<file path="src/rtl/olpe_pkg.sv">
// Shared types and constants of the ordered list with positional edit.
package olpe_pkg;

  localparam int CAPACITY = 16;
  localparam int KIND_W   = 2;
  localparam int POS_W    = 6;
  localparam int WORD_W   = 32;
  localparam int COUNT_W  = 5;
  localparam int CMP_W    = ((COUNT_W > POS_W) ? COUNT_W : POS_W) + 1;

  typedef logic signed [WORD_W-1:0] word_t;

  typedef enum logic [KIND_W-1:0] {
    KIND_INSERT = 2'd0,
    KIND_DELETE = 2'd1,
    KIND_SEARCH = 2'd2
  } kind_t;

  typedef enum logic [1:0] {
    ST_OK     = 2'd0,
    ST_BADPOS = 2'd1,
    ST_EMPTY  = 2'd2,
    ST_FULL   = 2'd3
  } status_t;

  typedef enum logic [1:0] {
    CELL_HOLD       = 2'd0,
    CELL_LOAD       = 2'd1,
    CELL_FROM_LEFT  = 2'd2,
    CELL_FROM_RIGHT = 2'd3
  } cell_op_t;

  typedef struct packed {
    cell_op_t op;
    logic     match_en;
  } cell_ctrl_t;

endpackage

</file>
<file path="src/rtl/olpe_req_if.sv">
// Request channel carrying one list operation word.
interface olpe_req_if;
  import olpe_pkg::*;

  logic                valid;
  logic                ready;
  logic [KIND_W-1:0]   kind;
  logic [POS_W-1:0]    position;
  logic signed [WORD_W-1:0] value;

  modport source(output valid, output kind, output position, output value, input ready);
  modport sink(input valid, input kind, input position, input value, output ready);
endinterface

</file>
<file path="src/rtl/olpe_rsp_if.sv">
// Response channel carrying one operation result word.
interface olpe_rsp_if;
  import olpe_pkg::*;

  logic               valid;
  logic               ready;
  logic [1:0]         status;
  logic               found;
  logic [COUNT_W-1:0] count;

  modport source(output valid, output status, output found, output count, input ready);
  modport sink(input valid, input status, input found, input count, output ready);
endinterface

</file>
<file path="src/rtl/olpe_cell.sv">
// One list cell: holds an entry, shifts with its neighbors and compares against the key.
module olpe_cell import olpe_pkg::*; (
  input  logic       clk,
  input  cell_ctrl_t ctrl,
  input  word_t      load_value,
  input  word_t      left_data,
  input  word_t      right_data,
  input  word_t      key,
  output word_t      data,
  output logic       match
);

  always_ff @(posedge clk) begin
    unique case (ctrl.op)
      CELL_HOLD:       data <= data;
      CELL_LOAD:       data <= load_value;
      CELL_FROM_LEFT:  data <= left_data;
      CELL_FROM_RIGHT: data <= right_data;
      default:         data <= data;
    endcase
  end

  assign match = ctrl.match_en && (data == key);

endmodule

</file>
<file path="src/rtl/olpe_chain.sv">
// Row of list cells with the per-cell shift and compare control.
module olpe_chain import olpe_pkg::*; (
  input  logic               clk,
  input  logic               do_insert,
  input  logic               do_delete,
  input  logic [POS_W-1:0]   position,
  input  logic [COUNT_W-1:0] count,
  input  word_t              value,
  output logic               hit
);

  word_t                  cell_data [CAPACITY];
  logic [CAPACITY-1:0]    cell_match;
  cell_ctrl_t             cell_ctrl [CAPACITY];
  logic [CMP_W-1:0]       target;
  logic [CMP_W-1:0]       count_w;

  assign target  = CMP_W'(position) - CMP_W'(1);
  assign count_w = CMP_W'(count);

  for (genvar i = 0; i < CAPACITY; i++) begin : g_cell
    always_comb begin
      cell_ctrl[i].match_en = CMP_W'(i) < count_w;
      priority if (do_insert && (CMP_W'(i) > target)) begin
        cell_ctrl[i].op = CELL_FROM_LEFT;
      end else if (do_insert && (CMP_W'(i) == target)) begin
        cell_ctrl[i].op = CELL_LOAD;
      end else if (do_delete && (CMP_W'(i) >= target)) begin
        cell_ctrl[i].op = CELL_FROM_RIGHT;
      end else begin
        cell_ctrl[i].op = CELL_HOLD;
      end
    end

    olpe_cell u_cell (
      .clk        (clk),
      .ctrl       (cell_ctrl[i]),
      .load_value (value),
      .left_data  ((i == 0) ? value : cell_data[(i == 0) ? 0 : i - 1]),
      .right_data (cell_data[(i == CAPACITY - 1) ? i : i + 1]),
      .key        (value),
      .data       (cell_data[i]),
      .match      (cell_match[i])
    );
  end

  assign hit = |cell_match;

endmodule

</file>
<file path="src/rtl/ordered_list_positional_edit.sv">
// Top level of the bounded ordered list with positional insert, delete and search.
// For each request word accepted, a row of 16 cells shifts or compares every
// entry at once, and the result word is registered and offered in the following
// cycle. A new request is taken in the same cycle the pending result is taken, so
// the block sustains one operation per cycle when the response side keeps up.
module ordered_list_positional_edit import olpe_pkg::*; (
  input logic          clk,
  input logic          rst,
  olpe_req_if.sink     req,
  olpe_rsp_if.source   rsp
);

  logic               accept;
  logic [COUNT_W-1:0] count_q;
  logic [COUNT_W-1:0] count_next;
  status_t            status_next;
  logic               found_next;
  logic               do_insert;
  logic               do_delete;
  logic               hit;
  logic [CMP_W-1:0]   pos_w;
  logic [CMP_W-1:0]   cnt_w;

  assign req.ready = !rsp.valid || rsp.ready;
  assign accept    = req.valid && req.ready;
  assign pos_w     = CMP_W'(req.position);
  assign cnt_w     = CMP_W'(count_q);

  always_comb begin
    status_next = ST_OK;
    found_next  = 1'b0;
    count_next  = count_q;
    do_insert   = 1'b0;
    do_delete   = 1'b0;
    unique case (req.kind)
      KIND_INSERT: begin
        priority if (cnt_w >= CMP_W'(CAPACITY)) begin
          status_next = ST_FULL;
        end else if ((pos_w == '0) || (pos_w > cnt_w + CMP_W'(1))) begin
          status_next = ST_BADPOS;
        end else begin
          do_insert  = accept;
          count_next = count_q + COUNT_W'(1);
        end
      end
      KIND_DELETE: begin
        priority if (count_q == '0) begin
          status_next = ST_EMPTY;
        end else if ((pos_w == '0) || (pos_w > cnt_w)) begin
          status_next = ST_BADPOS;
        end else begin
          do_delete  = accept;
          count_next = count_q - COUNT_W'(1);
        end
      end
      KIND_SEARCH: begin
        if (count_q == '0) begin
          status_next = ST_EMPTY;
        end else begin
          found_next = hit;
        end
      end
      default: begin
        status_next = ST_OK;
      end
    endcase
  end

  olpe_chain u_chain (
    .clk       (clk),
    .do_insert (do_insert),
    .do_delete (do_delete),
    .position  (req.position),
    .count     (count_q),
    .value     (req.value),
    .hit       (hit)
  );

  always_ff @(posedge clk) begin
    if (rst) begin
      count_q   <= '0;
      rsp.valid <= 1'b0;
    end else begin
      if (accept) begin
        count_q   <= count_next;
        rsp.valid <= 1'b1;
      end else if (rsp.ready) begin
        rsp.valid <= 1'b0;
      end
    end
  end

  always_ff @(posedge clk) begin
    if (accept) begin
      rsp.status <= status_next;
      rsp.found  <= found_next;
      rsp.count  <= count_next;
    end
  end

  a_count_bound: assert property (@(posedge clk) disable iff (rst)
    CMP_W'(count_q) <= CMP_W'(CAPACITY))
    else $error("List count exceeds capacity.");

  a_accept_gives_result: assert property (@(posedge clk) disable iff (rst)
    accept |=> rsp.valid)
    else $error("Accepted request produced no result.");

  a_count_idle_stable: assert property (@(posedge clk) disable iff (rst)
    !accept |=> $stable(count_q))
    else $error("List count changed without a request.");

  a_result_count_matches: assert property (@(posedge clk) disable iff (rst)
    rsp.valid |-> (rsp.count == count_q))
    else $error("Reported count differs from held count.");

  a_failed_edit_keeps_count: assert property (@(posedge clk) disable iff (rst)
    (accept && (status_next != ST_OK)) |=> (count_q == $past(count_q)))
    else $error("Rejected operation changed the count.");

endmodule
</file>
<file path="src/flat_wrapper.sv">
// flat-port wrapper written by rule: the top's interface ports become plain ports
module ordered_list_positional_edit_flat import olpe_pkg::*;
  (clk, rst, req_valid, req_kind, req_position, req_value, req_ready, rsp_valid, rsp_status, rsp_found, rsp_count, rsp_ready);
  olpe_req_if req_i ();
  olpe_rsp_if rsp_i ();
  input logic clk;
  input logic rst;
  input wire logic [$bits(req_i.valid)-1:0] req_valid;
  input wire logic [$bits(req_i.kind)-1:0] req_kind;
  input wire logic [$bits(req_i.position)-1:0] req_position;
  input wire logic [$bits(req_i.value)-1:0] req_value;
  output wire logic [$bits(req_i.ready)-1:0] req_ready;
  output wire logic [$bits(rsp_i.valid)-1:0] rsp_valid;
  output wire logic [$bits(rsp_i.status)-1:0] rsp_status;
  output wire logic [$bits(rsp_i.found)-1:0] rsp_found;
  output wire logic [$bits(rsp_i.count)-1:0] rsp_count;
  input wire logic [$bits(rsp_i.ready)-1:0] rsp_ready;
  assign req_i.valid = req_valid;
  assign req_i.kind = req_kind;
  assign req_i.position = req_position;
  assign req_i.value = req_value;
  assign req_ready = req_i.ready;
  assign rsp_valid = rsp_i.valid;
  assign rsp_status = rsp_i.status;
  assign rsp_found = rsp_i.found;
  assign rsp_count = rsp_i.count;
  assign rsp_i.ready = rsp_ready;
  ordered_list_positional_edit u_core (.clk(clk), .rst(rst), .req(req_i), .rsp(rsp_i));
endmodule
</file>
<file path="config.mk">
export PLATFORM = sky130hd
export DESIGN_NAME = ordered_list_positional_edit_flat
export DESIGN_NICKNAME = d
export VERILOG_FILES = /design/src/rtl/olpe_pkg.sv /design/src/rtl/olpe_req_if.sv /design/src/rtl/olpe_rsp_if.sv /design/src/rtl/olpe_cell.sv /design/src/rtl/olpe_chain.sv /design/src/rtl/ordered_list_positional_edit.sv /design/src/flat_wrapper.sv
export SDC_FILE = /design/constraint.sdc
export NUM_CORES = 1
export LEC_CHECK = 0
export ABC_AREA = 1
export BUFFER_PORTS_ARGS = -buffer_cell sky130_fd_sc_hd__buf_2
export CAP_MARGIN = 0
export CELL_PAD_IN_SITES_DETAIL_PLACEMENT = 1
export CELL_PAD_IN_SITES_GLOBAL_PLACEMENT = 2
export CORE_MARGIN = 2
export CORE_UTILIZATION = 43
export CTS_BUF_LIST = sky130_fd_sc_hd__clkbuf_4
export DETAILED_ROUTE_END_ITERATION = 8
export HOLD_SLACK_MARGIN = 0.02
export PLACE_DENSITY_LB_ADDON = 0.25
export SETUP_SLACK_MARGIN = 0.2
export SYNTH_ARGS = -nofsm -noshare
export SYNTH_HDL_FRONTEND = slang
export SYNTH_SLANG_ARGS = --single-unit
</file>
<file path="constraint.sdc">
create_clock -name clk -period 6.94 [get_ports clk]
set_input_delay 1.388 -clock clk [delete_from_list [all_inputs] [get_ports clk]]
set_output_delay 1.388 -clock clk [all_outputs]
set_load 0.02 [all_outputs]
</file>
==> Flow_metrics.wiki, run 1 <==
{| class="wikitable"
! Metric !! Value
|-
| Outcome || complete, no violations
|-
| Number of buffers on the longest clock path || 3
|-
| Critical Path Fanout Max || 64
|-
| Wire length of the first global-routing pass || roughly 240 mm
|-
| Count of fill cells added during filler insertion || slightly below 10000
|-
| Worst slew margin || 0.2198
|-
| # IOs || 54
|-
| Post-synth cell types || 42
|-
| Count of final setup violators || 0
|-
| Total Wirelength || 163.9 mm
|-
| Most frequent cells in the layout || sky130_fd_sc_hd__nand2_1 (1451), sky130_fd_sc_hd__nand3_1 (915), sky130_fd_sc_hd__edfxtp_1 (520)
|-
| Main combinational cell family by area after synthesis || simple AND/OR/NAND/NOR gates
|-
| Compound-Gate Fraction of Synth Area || 0.03668
|-
| Static leakage || roughly 15 nW
|-
| Setup crit end || u_core.u_chain.g_cell[15].u_cell.data[16]$_DFFE_PN_
|-
| Placed instance area || approximately 35000 um^2
|-
| Number of DRC violations after detailed-routing iteration 0 || 3871
|-
| Setup repair after global routing missed its margin || no
|-
| Routed via count divided by cell count || approximately 6.1
|-
| Total number of vias || 34120
|-
| Depth of the worst register-to-register path || 12
|-
| Sequential element share of the synthesized area || 0.4572
|-
| Total instance count after detailed placement || between 5000 and 6000
|-
| Post-synthesis adder-cell area fraction || 0.007271
|-
| Worst Path Arrival || 5.58 ns
|-
| Clk sinks || 526
|-
| Classification of the worst-slack hold path || flop to flop
|-
| Vias in the first global route || approximately 34000
|-
| TritonCTS Buffers || between 150 and 200
|-
| Number of cell rows || a little over 100
|-
| Number of flip-flops and latches in the synthesized netlist || about 530
|-
| Cell with the biggest individual delay on the critical path || sky130_fd_sc_hd__ha_2
|-
| DIE AREA || 82320 um^2
|-
| Synth Cell Area || between 30000 and 40000 um^2
|-
| Terminus of the critical flop-to-flop path || u_core.u_chain.g_cell[15].u_cell.data[16]$_DFFE_PN_
|-
| EDFF count, synth || 520
|-
| Total count of max-transition violations in the final report || 0
|-
| Synth Area per Inst || between 7 and 8 um^2
|-
| Area growth from synthesis to layout || 9.005%
|-
| Area of the core || 79130 um^2
|-
| Deepest level of the CTS H-tree || 4
|-
| I/O Buffers || between 50 and 60
|-
| Count of final hold-check violations || 0
|-
| Number of optimization iterations in the first detailed-route pass || 5
|-
| Worst Slack Setup Final || 2.121 ns
|-
| Period Utilization, post-route || 0.6944
|-
| Worst Path Required || 7.70 ns
|-
| Die boundary width || 286.9 um
|-
| GPL Wtd Cong || about 0.94
|-
| Maximum number of pins on one net before global-route repair || between 100 and 150
|-
| Number of standard cells in the layout, taps in and fillers out || approximately 5600
|-
| Detail-routed net length per standard cell || between 20 and 30 um
|-
| Maximum clock rate || about 210 MHz
|-
| Setup skew after layout || ~0.11 ns
|-
| Worst slack at placement || ~1.8 ns
|-
| Launch point of the worst path || u_core.count_q[4]$_SDFFE_PP0P_
|-
| Multiplexer area fraction after synthesis || 0
|-
| Total Routing Usage GR || 0.3953
|-
| Fraction of layout cells with a size suffix above 1 || 0.1025
|-
| Worst vdd ir || roughly 0.13 mV
|-
| Half-perimeter wire length after placement || 112.8 mm
|-
| Die H || between 200 and 300 um
|-
| Syn nets || between 4000 and 5000
|-
| Startpoint type of the worst setup path || flop
|-
| Library cell used as clock root buffer || sky130_fd_sc_hd__clkbuf_4
|-
| Clock transition time at the flip-flop clock pins of the worst setup and hold paths || around 0.080 ns
|-
| Number of instances in the synthesized netlist || 4428
|-
| CTS tree || done
|-
| Worst skew pair latency || about 1.1 ns
|-
| Final std cell area, no fill || between 30000 and 40000 um^2
|-
| Share of synthesized flip-flops with an asynchronous set or reset || 0
|-
| Antenna Nets Post-Route || 0
|-
| Total global routing overflow || 0
|-
| Post-synthesis share of cell area spent on and, or, nand and nor gates || 0.3458
|-
| Yosys warns || 0
|-
| Clock period minus final worst setup slack || about 4.8 ns
|-
| Most common cell after layout, fill and taps aside || sky130_fd_sc_hd__nand2_1
|-
| Post-CTS Hold Fix Bufs || 0
|-
| Number of DRC violations after detailed routing || 0
|-
| Maximum cell stage delay along the critical path || roughly 1 ns
|-
| Most frequent cell on the critical path || sky130_fd_sc_hd__nand2_1
|-
| Xor/xnor share of the synthesized area || 0.08754
|-
| Cells along the critical path || clkinv_1, ha_1, inv_1, nor3_1, nand2_1, nand2_1, nand4_4, nand2_1, inv_2, nor3_1, ha_2, o21ai_0
|-
| Utilization of the core after routing || 0.4741
|-
| Initial antenna violation count || 7
|-
| R2R setup slack || around 2.1 ns
|-
| Number of nets in the layout || roughly 4500
|-
| PD cells || about 210 nW/um^2
|-
| Slew at the pin closest to its max-slew limit || between 1 and 1.5 ns
|-
| Most common flop cell mapped by yosys || sky130_fd_sc_hd__edfxtp_1
|-
| Max-cap violation count || 0
|-
| Total negative setup slack || 0 ns
|-
| Type of the worst setup path || flop to flop
|-
| Crit. End Element || flop
|-
| Starting utilization of the core area || 0.4349
|-
| Post-CTS Setup Repair Bufs || 0
|-
| Number of gates resized after CTS || 0
|-
| Reg2Reg Launch Point || u_core.count_q[4]$_SDFFE_PP0P_
|}
==> cell type report <==
cell class                 instances  area [um^2]  share of cell area
timing repair buffer             140        930.9             0.02481
antenna                            6        15.01           0.0004002
sequential                       526        15740              0.4194
inverter                         234        880.8             0.02348
clock inverter                    53        410.4             0.01094
tap                             1050         1314             0.03502
multi-input combinational       3357        16530              0.4405
clock buffer                     227         1704             0.04542
==> sequential cells by signal, indices dropped and copies added, names as in the netlist <==
| register | cells |
|---|---|
| u_core.rsp.valid | 1 |
| u_core.u_chain.g_cell.u_cell.data | 512 |
| u_core.rsp.found | 1 |
| u_core.rsp.count | 5 |
| u_core.rsp.status | 2 |
| u_core.count_q | 5 |
==> per-layer routing <==
| metal | GRT usage | share of wire | vias to the layer above |
|---|---|---|---|
| li1 | - | - | 14840 |
| met1 | 0.4963 | 0.39 | 16880 |
| met2 | 0.6368 | 0.46 | 1890 |
| met3 | 0.07810 | 0.090 | 506 |
| met4 | 0.2245 | 0.061 | 2 |
| met5 | 0 | 0.000067 | - |
==> cells by family (layout without fill, tap and decap cells) <==
kind of cell,count (synthesis),count (layout)
xor gates and xnor gates,344,344
other,0,6
and+or+nand+nor,2767,2767
DFF,526,526
AOI/OAI and AO/OA,226,226
adders and majority gates,20,20
buffers and inverters,545,654
==> how the worst min path moves through the flow <==
stage,start,end,slack (ns),depth (start not counted)
after global placement,u_core.rsp.valid$_SDFFE_PP0P_,u_core.rsp.valid$_SDFFE_PP0P_,0.52,2
after detailed placement,u_core.rsp.valid$_SDFFE_PP0P_,u_core.rsp.valid$_SDFFE_PP0P_,0.54,2
final,u_core.u_chain.g_cell[8].u_cell.data[13]$_DFFE_PP_,u_core.u_chain.g_cell[7].u_cell.data[13]$_DFFE_PP_,0.50,2
after floorplan,u_core.u_chain.g_cell[8].u_cell.data[13]$_DFFE_PP_,u_core.u_chain.g_cell[7].u_cell.data[13]$_DFFE_PP_,0.52,2
after CTS,u_core.u_chain.g_cell[8].u_cell.data[13]$_DFFE_PP_,u_core.u_chain.g_cell[7].u_cell.data[13]$_DFFE_PP_,0.49,2
after global routing,u_core.u_chain.g_cell[8].u_cell.data[13]$_DFFE_PP_,u_core.u_chain.g_cell[7].u_cell.data[13]$_DFFE_PP_,0.56,2
==> stage by stage <==
step,hold WS (ns),total power [mW]
2_1_floorplan,0.5206,4.155
3_3_place_gp,0.5184,4.470
3_5_place_dp,0.5401,4.492
4_1_cts,0.4857,7.806
5_1_grt,0.5644,8.041
6_report,0.5014,7.798
==> where the power goes <==
group | leakage (nW) | switching, mW | total, mW | internal, mW
clock network | 1.22 | 1.59 | 3.35 | 1.76
logic | 8.80 | 0.639 | 0.892 | 0.253
registers | 4.74 | 0.0322 | 3.56 | 3.52
total | 14.8 | 2.26 | 7.80 | 5.54
==> synth_stat cells, types with 53 or more instances <==
library cell	number	area (um^2)
sky130_fd_sc_hd__nor2_1	274	1028
sky130_fd_sc_hd__xnor2_1	313	2741
sky130_fd_sc_hd__nand4_1	75	469.2
sky130_fd_sc_hd__inv_1	203	762.0
sky130_fd_sc_hd__nand2_1	1451	5446
sky130_fd_sc_hd__edfxtp_1	520	15610
sky130_fd_sc_hd__buf_2	140	700.7
sky130_fd_sc_hd__nand3_1	915	4579
sky130_fd_sc_hd__o21ai_0	87	435.4
sky130_fd_sc_hd__clkbuf_1	112	420.4
sky130_fd_sc_hd__buf_1	53	198.9
sky130_fd_sc_hd__a21oi_1	75	375.4
==> critical path, delay by kind of cell, from the launching register on <==
| family | cells | cell delay (ns) |
|---|---|---|
| buffers and inverters | 3 | 0.75 |
| flip-flops | 1 | 0.54 |
| adder cells (fa/ha/maj) | 2 | 1.44 |
| AO/OA/AOI/OAI | 1 | 0.26 |
| AND/OR/NAND/NOR | 6 | 1.45 |
Note: power is estimated with default switching activity, not from simulation.
==> run 2: changes to the inputs <==
--- a/config.mk
+++ b/config.mk
@@ -11,7 +11,7 @@
 export CELL_PAD_IN_SITES_DETAIL_PLACEMENT = 1
 export CELL_PAD_IN_SITES_GLOBAL_PLACEMENT = 2
 export CORE_MARGIN = 2
-export CORE_UTILIZATION = 43
+export CORE_UTILIZATION = 40
 export CTS_BUF_LIST = sky130_fd_sc_hd__clkbuf_4
 export DETAILED_ROUTE_END_ITERATION = 8
 export HOLD_SLACK_MARGIN = 0.02
==> constraint.sdc (replaced) <==
create_clock -name clk -period 5 [get_ports clk]
set_input_delay 1 -clock clk [delete_from_list [all_inputs] [get_ports clk]]
set_output_delay 1 -clock clk [all_outputs]
set_load 0.02 [all_outputs]
==> Flow_metrics.wiki, run 2 (synthesized netlist as in run 1, its figures left out) <==
{| class="wikitable"
! Metric !! Value
|-
| Outcome || complete, no violations
|-
| Half-perimeter wire length after placement || roughly 110 mm
|-
| Library cell used as clock root buffer || sky130_fd_sc_hd__clkbuf_4
|-
| Wire length of the first global-routing pass || approximately 240 mm
|-
| Total Routing Usage GR || 0.3649
|-
| Cells on Worst Hold Path || 2
|-
| Setup repair after global routing missed its margin || no
|-
| Most frequent cells in the layout || sky130_fd_sc_hd__nand2_1 (1451), sky130_fd_sc_hd__nand3_1 (915), sky130_fd_sc_hd__edfxtp_1 (520)
|-
| Total number of vias || roughly 34000
|-
| Maximum number of pins on one net before global-route repair || 65
|-
| Detail-routed net length per standard cell || between 20 and 30 um
|-
| TritonCTS Buffers || 158
|-
| Type of the worst setup path || flop to flop
|-
| Routed via count divided by cell count || approximately 5.9
|-
| Multi-input gate area in the final layout || roughly 17000 um^2
|-
| Worst Min Path Start || rst
|-
| # IOs || 54
|-
| Count of final hold-check violations || 0
|-
| Vias in the first global route || roughly 34000
|-
| Endpoint of the worst hold-timing path || u_core.rsp.valid$_SDFFE_PP0P_
|-
| Launch point of the worst path || u_core.count_q[2]$_SDFFE_PP0P_
|-
| Number of standard cells in the layout, taps in and fillers out || between 5000 and 6000
|-
| Post-CTS Setup Repair Bufs || 0
|-
| Static leakage || 14.84 nW
|-
| Post-CTS Hold Fix Bufs || 0
|-
| Number of gates resized after CTS || 0
|-
| I/O Buffers || 53
|-
| Terminus of the critical flop-to-flop path || u_core.u_chain.g_cell[9].u_cell.data[17]$_DFFE_PP_
|-
| Depth of the worst register-to-register path || 16
|-
| Clock period minus final worst setup slack || roughly 4.2 ns
|-
| Worst Slack Setup Final || 0.7751 ns
|-
| Deepest level of the CTS H-tree || 4
|-
| Critical Path Fanout Max || 50
|-
| Antenna Nets Post-Route || 0
|-
| Total count of max-transition violations in the final report || 0
|-
| Worst Path Arrival || 5.06 ns
|-
| Fraction of layout cells with a size suffix above 1 || 0.1067
|-
| Clk sinks || 526
|-
| Number of buffers on the longest clock path || 3
|-
| Total Wirelength || roughly 160 mm
|-
| Initial antenna violation count || 6
|-
| Most common cell after layout, fill and taps aside || sky130_fd_sc_hd__nand2_1
|-
| GPL Wtd Cong || ~0.93
|-
| Die boundary width || around 300 um
|-
| Reg with most FFs || u_core.u_chain.g_cell.u_cell.data
|-
| Footprint of the flip-flops and latches || roughly 16000 um^2
|-
| Overall power after layout || 10.55 mW
|-
| Total negative setup slack || 0 ns
|-
| Starting utilization of the core area || 0.4036
|-
| Worst vdd ir || 0.2141 mV
|-
| Final std cell area, no fill || ~38000 um^2
|-
| Worst Path Required || approximately 6 ns
|-
| Clock transition time at the flip-flop clock pins of the worst setup and hold paths || 0.07 ns
|-
| Crit. End Element || flop
|-
| Count of fill cells added during filler insertion || roughly 11000
|-
| Top flop regs || u_core.u_chain.g_cell.u_cell.data x512, u_core.count_q x5, u_core.rsp.count x5
|-
| Startpoint type of the worst setup path || flop
|-
| Number of cell rows || approximately 110
|-
| Period Utilization, post-route || 0.8450
|-
| Number of flip-flops in the largest register || 512
|-
| Number of optimization iterations in the first detailed-route pass || 6
|-
| Reg2Reg Launch Point || u_core.count_q[2]$_SDFFE_PP0P_
|-
| Setup skew after layout || around 0.084 ns
|-
| CTS tree || done
|-
| Area growth from synthesis to layout || 9.477%
|-
| Total global routing overflow || 0
|-
| Area of the core || around 85000 um^2
|-
| PD cells || around 280 nW/um^2
|-
| Maximum clock rate || around 240 MHz
|-
| Classification of the worst-slack hold path || primary input to flop
|-
| Max-cap violation count || 0
|-
| Number of DRC violations after detailed-routing iteration 0 || roughly 3700
|-
| Slew at the pin closest to its max-slew limit || about 1.1 ns
|-
| Die H || between 200 and 300 um
|-
| Worst slack at placement || roughly 0.8 ns
|-
| Worst skew pair latency || 1.17 ns
|-
| Count of final setup violators || 0
|-
| Worst slew margin || 0.2752
|-
| Number of DRC violations after detailed routing || 0
|-
| DIE AREA || slightly below 90000 um^2
|-
| Number of nets in the layout || ~4500
|-
| Placed instance area || 35720 um^2
|-
| R2R setup slack || 0.78 ns
|-
| Total instance count after detailed placement || 5431
|}
[run 2: changes by cell type in the layout (fill, tap and decap cells not counted), moves of 4 or more]
cell,before,now
sky130_fd_sc_hd__buf_4,86,116
sky130_fd_sc_hd__clkinv_1,45,39
sky130_fd_sc_hd__diode_2,6,11
sky130_fd_sc_hd__bufinv_16,7,3
sky130_fd_sc_hd__clkbuf_4,227,223
sky130_fd_sc_hd__inv_2,23,27
[run 2: power breakdown]
part / internal, mW / switching, mW
logic: 0.359 / 0.879
registers: 4.89 / 0.0447
clock network: 2.19 / 2.19
total: 7.44 / 3.11
[run 2: metal layers]
layer / routed length [um] / GRT usage / up-vias
met4: 9938 / 0.2024 / 0
met5: 0 / 0 / -
met2: 75190 / 0.5848 / 1849
met1: 63560 / 0.4622 / 16600
li1: - / - / 14870
met3: 15000 / 0.07223 / 479
[run 2: worst max-delay path by stage]
stage               cells after the start                                                   to  slack, ns
finish                                 16   u_core.u_chain.g_cell[9].u_cell.data[17]$_DFFE_PP_       0.78
global route                           16   u_core.u_chain.g_cell[9].u_cell.data[17]$_DFFE_PP_       0.53
CTS                                    16   u_core.u_chain.g_cell[9].u_cell.data[17]$_DFFE_PP_       0.83
detailed placement                     14   u_core.u_chain.g_cell[9].u_cell.data[21]$_DFFE_PP_       0.78
global placement                       13  u_core.u_chain.g_cell[15].u_cell.data[25]$_DFFE_PN_       0.84
floorplan                               9    u_core.u_chain.g_cell[2].u_cell.data[0]$_DFFE_PP_       0.57
[run 2: final cells by class]
cell class                 instances  area share
clock inverter                    43    0.006708
sequential                       526      0.4176
clock buffer                     223     0.04443
multi-input combinational       3357      0.4385
antenna                           11   0.0007306
tap                             1144     0.03799
timing repair buffer             170     0.03068
inverter                         234     0.02338
[run 2: stage by stage]
step,hold slack [ns],util
3_3_place_gp,0.5131,0.4189
5_1_grt,0.09288,0.4417
4_1_cts,0.09701,0.4415
6_report,0.1480,0.4418
2_1_floorplan,0.5206,-
3_5_place_dp,0.5576,0.4189
[run 2: worst max-delay path, cell delays in order (launching register included)]
cell	delay [ns]
sky130_fd_sc_hd__dfxtp_1	0.56
sky130_fd_sc_hd__nand2_1	0.24
sky130_fd_sc_hd__nor2_1	0.17
sky130_fd_sc_hd__xor2_1	0.25
sky130_fd_sc_hd__ha_1	0.27
sky130_fd_sc_hd__and3_1	0.18
sky130_fd_sc_hd__nand2_1	0.06
sky130_fd_sc_hd__nand2_1	0.05
sky130_fd_sc_hd__nand2_1	0.09
sky130_fd_sc_hd__nand3_2	0.11
sky130_fd_sc_hd__nor2_4	0.14
sky130_fd_sc_hd__buf_4	0.43
sky130_fd_sc_hd__buf_4	0.60
sky130_fd_sc_hd__nand2_1	0.12
sky130_fd_sc_hd__buf_4	0.32
sky130_fd_sc_hd__nand3_1	0.16
sky130_fd_sc_hd__o211ai_1	0.12
